$ cat config.mk
export PLATFORM = sky130hd
export DESIGN_NAME = ssr_ctrl
export DESIGN_NICKNAME = d
export VERILOG_FILES = /design/src/hdl/ssr_pkg.sv /design/src/hdl/ssr_ctrl.sv
export SDC_FILE = /design/constraint.sdc
export NUM_CORES = 2
export LEC_CHECK = 0
export BUFFER_PORTS_ARGS = -buffer_cell sky130_fd_sc_hd__buf_2
export CAP_MARGIN = 0
export CORE_UTILIZATION = 50
export DETAILED_ROUTE_END_ITERATION = 16
export GPL_ROUTABILITY_DRIVEN = 0
export PLACE_DENSITY_LB_ADDON = 0.12
export SLEW_MARGIN = 20
export SYNTH_ARGS = -nofsm -noshare
export SYNTH_HDL_FRONTEND = slang
export SYNTH_SLANG_ARGS = --single-unit
$ cat constraint.sdc
create_clock -name clk_i -period 9.41 [get_ports clk_i]
set_input_delay 0 -clock clk_i [delete_from_list [all_inputs] [get_ports clk_i]]
set_output_delay 0 -clock clk_i [all_outputs]
set_load 0.01 [all_outputs]
$ cat src/hdl/ssr_pkg.sv
// shared types and constants for the stereo reverb
package ssr_pkg;

  // pipeline depth from accept to output register
  localparam int unsigned NST = 7;

  // comb feedback 0.78 in Q1.15
  localparam logic signed [15:0] COMB_FB = 16'sd25559;

  localparam int unsigned NCOMB = 4;
  localparam int unsigned NAP   = 2;
  localparam int unsigned NLINE = NCOMB + NAP;

  localparam logic [10:0] COMB_BASE [NCOMB] = '{11'd1116, 11'd1188, 11'd1277, 11'd1356};
  localparam logic [10:0] AP_BASE   [NAP]   = '{11'd556, 11'd441};
  localparam logic [10:0] SPREAD            = 11'd23;

  typedef enum logic [1:0] {
    REG_SCALE = 2'd0,
    REG_DRY   = 2'd1,
    REG_WET   = 2'd2
  } reg_idx_e;

  typedef struct packed {
    logic           adv;
    logic           clr;
    logic [NST:1]   vld;
  } ctl_t;

endpackage

$ cat src/hdl/ssr_ctrl.sv
// config registers, delay lengths, circular positions, memory clear and stage valids
module ssr_ctrl #(
  parameter int unsigned MAX_DELAY = 4096
) (
  input  logic                         clk_i,
  input  logic                         rst_ni,
  input  logic                         cfg_we_i,
  input  logic [1:0]                   cfg_idx_i,
  input  logic [15:0]                  cfg_data_i,
  input  logic                         in_valid_i,
  input  logic                         out_ready_i,
  output logic                         in_ready_o,
  output ssr_pkg::ctl_t                ctl_o,
  output logic [$clog2(MAX_DELAY)-1:0] clr_addr_o,
  output logic [$clog2(MAX_DELAY)-1:0] addr_l_o [ssr_pkg::NLINE],
  output logic [$clog2(MAX_DELAY)-1:0] addr_r_o [ssr_pkg::NLINE],
  output logic [14:0]                  dry_o,
  output logic [14:0]                  wet_o
);

  localparam int unsigned AW = $clog2(MAX_DELAY);
  localparam int unsigned LW = $clog2(MAX_DELAY + 1);
  localparam int unsigned NP = 2 * ssr_pkg::NLINE;

  logic [15:0]        scale_q;
  logic [14:0]        dry_q, wet_q;
  logic               upd_q;
  logic               clr_q;
  logic [AW-1:0]      cnt_q;
  logic [ssr_pkg::NST:1] vld_q;
  logic [LW-1:0]      len_q [NP];
  logic [LW-1:0]      len_d [NP];
  logic [AW-1:0]      pos_q [NP];
  logic [AW-1:0]      pos_d [NP];
  logic [AW-1:0]      addr  [NP];
  logic               adv, take;
  logic               short_line;

  // a line shorter than the write-back distance holds a request off until the one before has written all lines
  always_comb begin
    short_line = 1'b0;
    for (int k = 0; k < NP; k++) begin
      if (len_q[k] < LW'(5)) begin
        short_line = 1'b1;
      end
    end
  end

  assign adv        = ~vld_q[ssr_pkg::NST] | out_ready_i;
  assign in_ready_o = adv & ~clr_q & ~upd_q & ~(short_line & (|vld_q[4:1]));
  assign take       = in_valid_i & in_ready_o;

  always_ff @(posedge clk_i or negedge rst_ni) begin
    if (!rst_ni) begin
      scale_q <= 16'd16384;
      dry_q   <= 15'd32767;
      wet_q   <= 15'd0;
      upd_q   <= 1'b0;
    end else begin
      upd_q <= cfg_we_i && (cfg_idx_i == ssr_pkg::REG_SCALE);
      if (cfg_we_i) begin
        unique case (cfg_idx_i)
          ssr_pkg::REG_SCALE: scale_q <= cfg_data_i;
          ssr_pkg::REG_DRY:   dry_q   <= cfg_data_i[14:0];
          ssr_pkg::REG_WET:   wet_q   <= cfg_data_i[14:0];
          default: ;
        endcase
      end
    end
  end

  // memory clear sweep after reset
  always_ff @(posedge clk_i or negedge rst_ni) begin
    if (!rst_ni) begin
      clr_q <= 1'b1;
      cnt_q <= '0;
    end else if (clr_q) begin
      cnt_q <= cnt_q + AW'(1);
      if (cnt_q == AW'(MAX_DELAY - 1)) begin
        clr_q <= 1'b0;
      end
    end
  end

  always_ff @(posedge clk_i or negedge rst_ni) begin
    if (!rst_ni) begin
      vld_q <= '0;
    end else if (adv) begin
      vld_q <= {vld_q[ssr_pkg::NST-1:1], take};
    end
  end

  for (genvar k = 0; k < NP; k++) begin : g_pos
    localparam int unsigned I = k % ssr_pkg::NLINE;
    localparam logic [10:0] BASE = ((I < ssr_pkg::NCOMB) ? ssr_pkg::COMB_BASE[I % ssr_pkg::NCOMB]
                                    : ssr_pkg::AP_BASE[(I + ssr_pkg::NAP - ssr_pkg::NCOMB)
                                                       % ssr_pkg::NAP])
                                   + ((k >= ssr_pkg::NLINE) ? ssr_pkg::SPREAD : 11'd0);
    logic [31:0] q;
    logic [LW-1:0] nx;

    // round(base * scale / 2^14), clamped to 1..MAX_DELAY
    always_comb begin
      q = (32'(BASE) * 32'(scale_q) + 32'd8192) >> 14;
      if (q < 32'd1) begin
        len_d[k] = LW'(1);
      end else if (q > 32'(MAX_DELAY)) begin
        len_d[k] = LW'(MAX_DELAY);
      end else begin
        len_d[k] = q[LW-1:0];
      end
    end

    // a position left past a shortened line restarts at zero
    always_comb begin
      addr[k]  = (LW'(pos_q[k]) >= len_q[k]) ? '0 : pos_q[k];
      nx       = LW'(addr[k]) + LW'(1);
      pos_d[k] = (nx >= len_q[k]) ? '0 : nx[AW-1:0];
    end

    always_ff @(posedge clk_i) begin
      len_q[k] <= len_d[k];
    end

    always_ff @(posedge clk_i or negedge rst_ni) begin
      if (!rst_ni) begin
        pos_q[k] <= '0;
      end else if (take) begin
        pos_q[k] <= pos_d[k];
      end
    end
  end

  for (genvar i = 0; i < ssr_pkg::NLINE; i++) begin : g_addr
    assign addr_l_o[i] = addr[i];
    assign addr_r_o[i] = addr[i + ssr_pkg::NLINE];
  end

  assign ctl_o.adv  = adv;
  assign ctl_o.clr  = clr_q;
  assign ctl_o.vld  = vld_q;
  assign clr_addr_o = cnt_q;
  assign dry_o      = dry_q;
  assign wet_o      = wet_q;

endmodule

; ---- Yosys cells after proc, flatten, opt, wreduce, memory -nomap -nowiden
; Memories as Yosys holds them, arrays and structs flattened.
; Cells that the tools add are included.
[totals]
regBits = 211
ram_bits = 156
input_bits = 23
output_inout_bits = 196
wordCells = 198
n_memories = 1
[mem_list]
columns = name, depth, word_bits, read_ports, rd_clocked_by_memory_dff, write_ports, line
row1 = len_q, 12, 13, 12, 0, 12, ssr_ctrl.sv:31  ; logic [LW-1:0] len_q [NP];
[classes]
n_addsub = 25
mul = 12
order_cmp = 60
n_eq_ne = 3
n_mux = 62
bitwise_logic = 10
n_reduce_logical = 6
[op_table]
columns = operator, n
row1 = 13-bit two-way mux, 24
row2 = 12-bit two-way mux, 24
row3 = "27-bit by 14-bit adder with 28-bit output, second input constant", 8
row4 = "12-bit by 1-bit adder with 13-bit output, second input constant", 12
row5 = 12-bit by 13-bit >= comparator with 1-bit output, 12
row6 = 13-bit >= comparator, 12
row7 = "13-bit by 3-bit < comparator with 1-bit output, second input constant", 12
row8 = "9-bit by 16-bit multiplier with 25-bit output, first input constant", 5
row9 = "14-bit by 13-bit > comparator with 1-bit output, second input constant", 8
row10 = "14-bit by 1-bit < comparator with 1-bit output, second input constant", 8
row11 = "11-bit by 16-bit multiplier with 27-bit output, first input constant", 4
row12 = "26-bit by 14-bit adder with 27-bit output, second input constant", 2
row13 = "25-bit by 14-bit adder with 26-bit output, second input constant", 2
row14 = "12-bit by 13-bit > comparator with 1-bit output, second input constant", 2
row15 = "13-bit > comparator, second input constant", 2
row16 = "13-bit by 1-bit < comparator with 1-bit output, second input constant", 2
row17 = "10-bit by 16-bit multiplier with 26-bit output, first input constant", 1
row18 = "12-bit by 1-bit < comparator with 1-bit output, second input constant", 2
row19 = "8-bit by 16-bit multiplier with 24-bit output, first input constant", 1
row20 = "5-bit by 16-bit multiplier with 21-bit output, first input constant", 1
row21 = 1-bit two-way mux, 14
row22 = "12-bit by 1-bit adder with 12-bit output, second input constant", 1
row23 = "12-bit == test, second input constant", 1
row24 = 2-bit AND reduction, 3
row25 = other kinds (8), 15

; ---- Depth between registers and ports, before layout
; An unclocked memory read counts as a cell.
[depth]
word_depth = 18
ltp_mapped = 32
ltp_nobuf = 30

; ---- Worst setup path after synthesis
; OpenSTA, ideal clock, no wires.
[synth_path]
kind = register to register
startpoint = register scale_q[15]
endpoint = memory len_q[0][3] (netlist name)
setup_ns = 0.078
arrival_time_ns = 6.634
required_ns = 9.332
setup_slack_ns = 2.698
path_stages_with_launch = 21
path_buffers = 1
period_less_slack_ns = 6.712
cell_sequence = dfrtp_1 clkbuf_1 inv_1 fa_1 inv_1 ha_1 fa_1 inv_1 fa_1 inv_1 ha_1 a211oi_1 a2111oi_4 a221oi_1 and3_1 and3_1 and2_1 mux2_2 o31a_1 mux2_2 nor3_1
[synth_lines]
columns = item, line
row1 = "start, declared", ssr_ctrl.sv:25  ; logic [15:0] scale_q;
row2 = "start signal, assigned", ssr_ctrl.sv:63  ; ssr_pkg::REG_SCALE: scale_q <= cfg_data_i;
row3 = "end, declared", ssr_ctrl.sv:31

==> impl_metrics.csv <==
group,metric,value,unit
worst_setup_path,cp-end-kind,"flop",
cells_and_area,inserted_diodes,0,
global_route,grt_util_all_layers,27.9,%
worst_setup_path,crit_type,"reg2reg",
clock_tree,worst_skew_pair.late_latency,0.66,ns
clock_tree,tritoncts_clock_tree,"built",
drt,drt_first_iter_violations,2455,
worst_setup_path,rr_worst_depth,22,
timing,worst_clock_skew,0.0334,ns
clock_tree,tritoncts.num_buffers,47,
worst_setup_path,path_depth,22,
drt,route.final.wire_length,141,mm
global_route,grt_pass1_vias,39700,
global_route,grt.met3_usage,4.13,%
logic_synthesis,yosys.area_share.adder,39.0,%
worst_setup_path,max_stage_delay,1.10,ns
worst_setup_path,crit_family,"adder cells",
logic_synthesis,synth_compound_area_share,13.5,%
timing,tightest_slew,1.25,ns
cells_and_area,layout_cell_share_with_drive_strength_beyond_1,8.09,%
global_route,grt_start_max_net_pins,69,
drt,detail_route.drc_violations,0,
logic_synthesis,number_of_enable_flip_flop_cells_after_synthesis,0,
place,port_buffers,218,
worst_setup_path,crit-reg2reg-launch,"scale_q[4]$_DFFE_PN0P_",
place,place_hpwl,116,mm
logic_synthesis,postSynthRegisterBits,365,
clock_tree,ctsRootBufferMaster,"clkbuf_16",
drt,number_of_vias_per_cell,5.60,
worst_setup_path,crit_slowest_cell,"dfrtp_1",
global_route,busiest_layer,"met2",
global_route,first_pass_grt_wire_length,226,mm
timing,final_period_minus_worst_setup_slack,7.83,ns
logic_synthesis,async_reset_ff_share,57.8,%
logic_synthesis,netlist_instances,5607,
global_route,number_of_antenna_violations_at_the_first_check_in_global_routing,3,
logic_synthesis,synthesis.nets,6960,
die,io-pin-count,219,
clock_tree,post_cts.repair.setup_buffers,0,
worst_setup_path,timing.critical_path.required,9.97,ns
logic_synthesis,synth_cell_types,101,
logic_synthesis,yosys_warnings,0,
worst_setup_path,arr_time_crit_path,8.39,ns
global_route,grt-ovfl-total,0,
timing,final-hold-violation-count,0,
global_route,use_met1,39.8,%
worst_setup_path,critical_path.startpoint,"scale_q[4]$_DFFE_PN0P_",
timing,rsz0062_at_grt,"false",
clock_tree,cts.reportedPaths.clkPinSlew,0.07,ns
logic_synthesis,yosys-mux-area-fraction,1.41,%
worst_setup_path,path_buf_inv,2,
clock_tree,tritoncts_num_sinks,365,
logic_synthesis,postSynthAreaPerCell,8.98,um2
worst_setup_path,worst-path-max-fanout,18,
logic_synthesis,synth_seq_area_share,16.7,%
timing,post-route-period-util,83.2,%
cells_and_area,final_nets,7172,
cells_and_area,flow.area_growth_from_synthesis,8.81,%
timing,timing.setup.tns,0,ns
timing,fmax,128,MHz
logic_synthesis,yosys.area_share.xor_xnor,6.49,%
timing,slew_headroom,16.1,%
worst_setup_path,cells_along_the_critical_path,"ha_1, xor2_1, ha_1, inv_1, fa_1, fa_1, inv_1, ha_1, nand4_1, a221oi_1, or3_1, and2_1, ha_1, nor4b_1, a21boi_1, nand2_1, nor4_1, xor2_1, o2111ai_1, a41oi_1, o211ai_2, nor3_1",
timing,setup-violations-final,0,
clock_tree,cts_resized,0,
worst_setup_path,critPathCapture,"len_q[3][10]$_SDFF_PN0_",
logic_synthesis,post_synth_instance_area,0.0503,mm2
drt,avgRoutedWirePerCell,19.8,um
drt,detailedRoute.firstPassIterationCount,5,
worst_hold_path,worstHoldPathType,"in2reg",
drt,antenna_violating_nets_post_route,0,
die,core_area,0.0999,mm2
worst_setup_path,critPathMostFrequentCell,"ha_1",
worst_setup_path,setup.reg_to_reg.worst_slack,1.58,ns
die,dieArea,0.102,mm2
logic_synthesis,dominantRegCellSynth,"dfrtp_1",
global_route,global_routing_usage_on_met2,43.4,%
clock_tree,cts-htree-levels,2,
timing,timing.final.max_slew_violations,0,
die,die_height,319,um
flow_run,drv_cap,0,
status,result_of_the_run,"complete, no violations",
clock_tree,clock_tree.buffer_depth,3,
logic_synthesis,synth_top_family_by_area,"adder cells",
worst_setup_path,critPathLaunchType,"flop",
die,die-width,319,um
worst_setup_path,critical_path.reg2reg.endpoint,"len_q[3][10]$_SDFF_PN0_",
die,floorplan.rows,116,
die,start_util,50.4,%
drt,total_via_count_in_the_routed_design,40100,
logic_synthesis,simple_gate_share_of_the_synthesized_area,14.7,%
[worst register-to-register path, stage by stage (launching register included)]
cell and delay [ns]:
dfrtp_1 1.10, ha_1 0.46, xor2_1 0.57, ha_1 0.36, inv_1 0.08, fa_1 0.44, fa_1 0.51, inv_1 0.04
ha_1 0.41, nand4_1 0.12, a221oi_1 0.47, or3_1 0.20, and2_1 0.13, ha_1 0.20, nor4b_1 0.58, a21boi_1 0.46
nand2_1 0.10, nor4_1 0.32, xor2_1 0.22, o2111ai_1 0.22, a41oi_1 0.30, o211ai_2 0.23, nor3_1 0.21
[metrics by stage]
stage / std cells / utilization (%) / hold slack, ns / cell area, um2 / setup slack [ns]
after floorplan: 5607 / - / -0.296 / 50300 / 2.70
after global placement: 7046 / 53.0 / 0.0195 / 52900 / 1.99
after detailed placement: 7046 / 53.0 / 0.0227 / 52900 / 1.82
after CTS: 7156 / 54.8 / 0.0168 / 54800 / 1.76
after global routing: 7156 / 54.9 / 0.0506 / 54800 / 1.11
final: 7156 / 54.9 / 0.0430 / 54800 / 1.58
[metal layers]
metal  wire [um]  up-vias
met5          12        -
met2       61800     1013
met4        4100        2
li1            -    19600
met1       67200    19300
met3        8370      186
[registers in the layout, summed over array words and instances (netlist names)]
signal	flops
wet_o	15
vld_q	7
len_q	154
clr_addr_o	12
upd_q	1
clr_q	1
scale_q	16
pos_q	144
dry_o	15
[cells in the mapped netlist (29+ instances only)]
cell type | n | area (um2)
inv_1 | 977 | 3670
ha_1 | 935 | 11700
fa_1 | 395 | 7910
nor2_1 | 309 | 1160
xnor2_1 | 212 | 1860
nand2_1 | 196 | 736
dfrtp_1 | 194 | 4850
a21oi_1 | 183 | 916
a21o_1 | 170 | 1280
and2_1 | 164 | 1030
xor2_1 | 159 | 1390
dfxtp_1 | 154 | 3080
nand3_1 | 153 | 766
o21ai_0 | 149 | 746
clkbuf_1 | 105 | 394
nor3_1 | 104 | 521
a22o_1 | 96 | 841
nand4_1 | 93 | 582
and3_1 | 77 | 482
nor2b_1 | 68 | 425
o21a_1 | 59 | 443
a31oi_1 | 55 | 344
mux2_2 | 46 | 518
nor4_1 | 46 | 288
nand2b_1 | 43 | 269
a211oi_1 | 35 | 263
or2_2 | 29 | 181
[cell type report]
| class | count | area, um2 |
|---|---|---|
| Fill cell | 9293 | 45100 |
| Sequential cell | 365 | 8380 |
| Multi-Input combinational cell | 4145 | 37800 |
| Clock buffer | 71 | 1460 |
| Clock inverter | 17 | 143 |
| Inverter | 978 | 3670 |
| Timing Repair Buffer | 282 | 1650 |
| Tap cell | 1298 | 1620 |
[worst min-delay path by stage]
stage	start	endpoint	slack [ns]	depth (start not counted)
floorplan	rst_ni	clr_addr_o[0]$_DFFE_PN0P_	-0.30	0
global placement	rst_ni	pos_q[53]$_DFFE_PN0P_	0.02	1
detailed placement	rst_ni	pos_q[53]$_DFFE_PN0P_	0.02	1
CTS	in_valid_i	pos_q[52]$_DFFE_PN0P_	0.02	4
global route	in_valid_i	pos_q[129]$_DFFE_PN0P_	0.05	3
finish	in_valid_i	pos_q[129]$_DFFE_PN0P_	0.04	3
[cell families (layout without fill, tap and decap cells)]
family,after synthesis,after routing
AND/OR/NAND/NOR,1402,1402
adder cells (fa/ha/maj),1330,1330
AO/OA/AOI/OAI,976,976
XOR/XNOR,372,372
multiplexers,65,65
buffers and inverters,1097,1348
flip-flops,365,365
[cell usage in the layout (no fill, tap or decap), types with 52 or more instances in the layout]
master,netlist,layout
xor2_1,159,159
a21o_1,170,170
nand4_1,93,93
buf_2,1,217
dfxtp_1,154,154
o21ai_0,149,147
and3_1,77,77
nor2b_1,68,68
nor3_1,104,104
nand2_1,196,195
fa_1,395,395
nand3_1,153,153
a22o_1,96,96
inv_1,977,977
and2_1,164,164
ha_1,935,935
xnor2_1,212,212
a21oi_1,183,183
o21a_1,59,59
a31oi_1,55,55
nor2_1,309,309
dfrtp_1,194,194
clkbuf_16,0,52
[timing repair]
item	CTS	global route
endpoints found under the hold margin	122	0
hold buffers	22	0
endpoints found under the setup margin	0	0
Power is not shown: default switching activity piles up to over one toggle a cycle in this logic, so the estimate is an artifact.
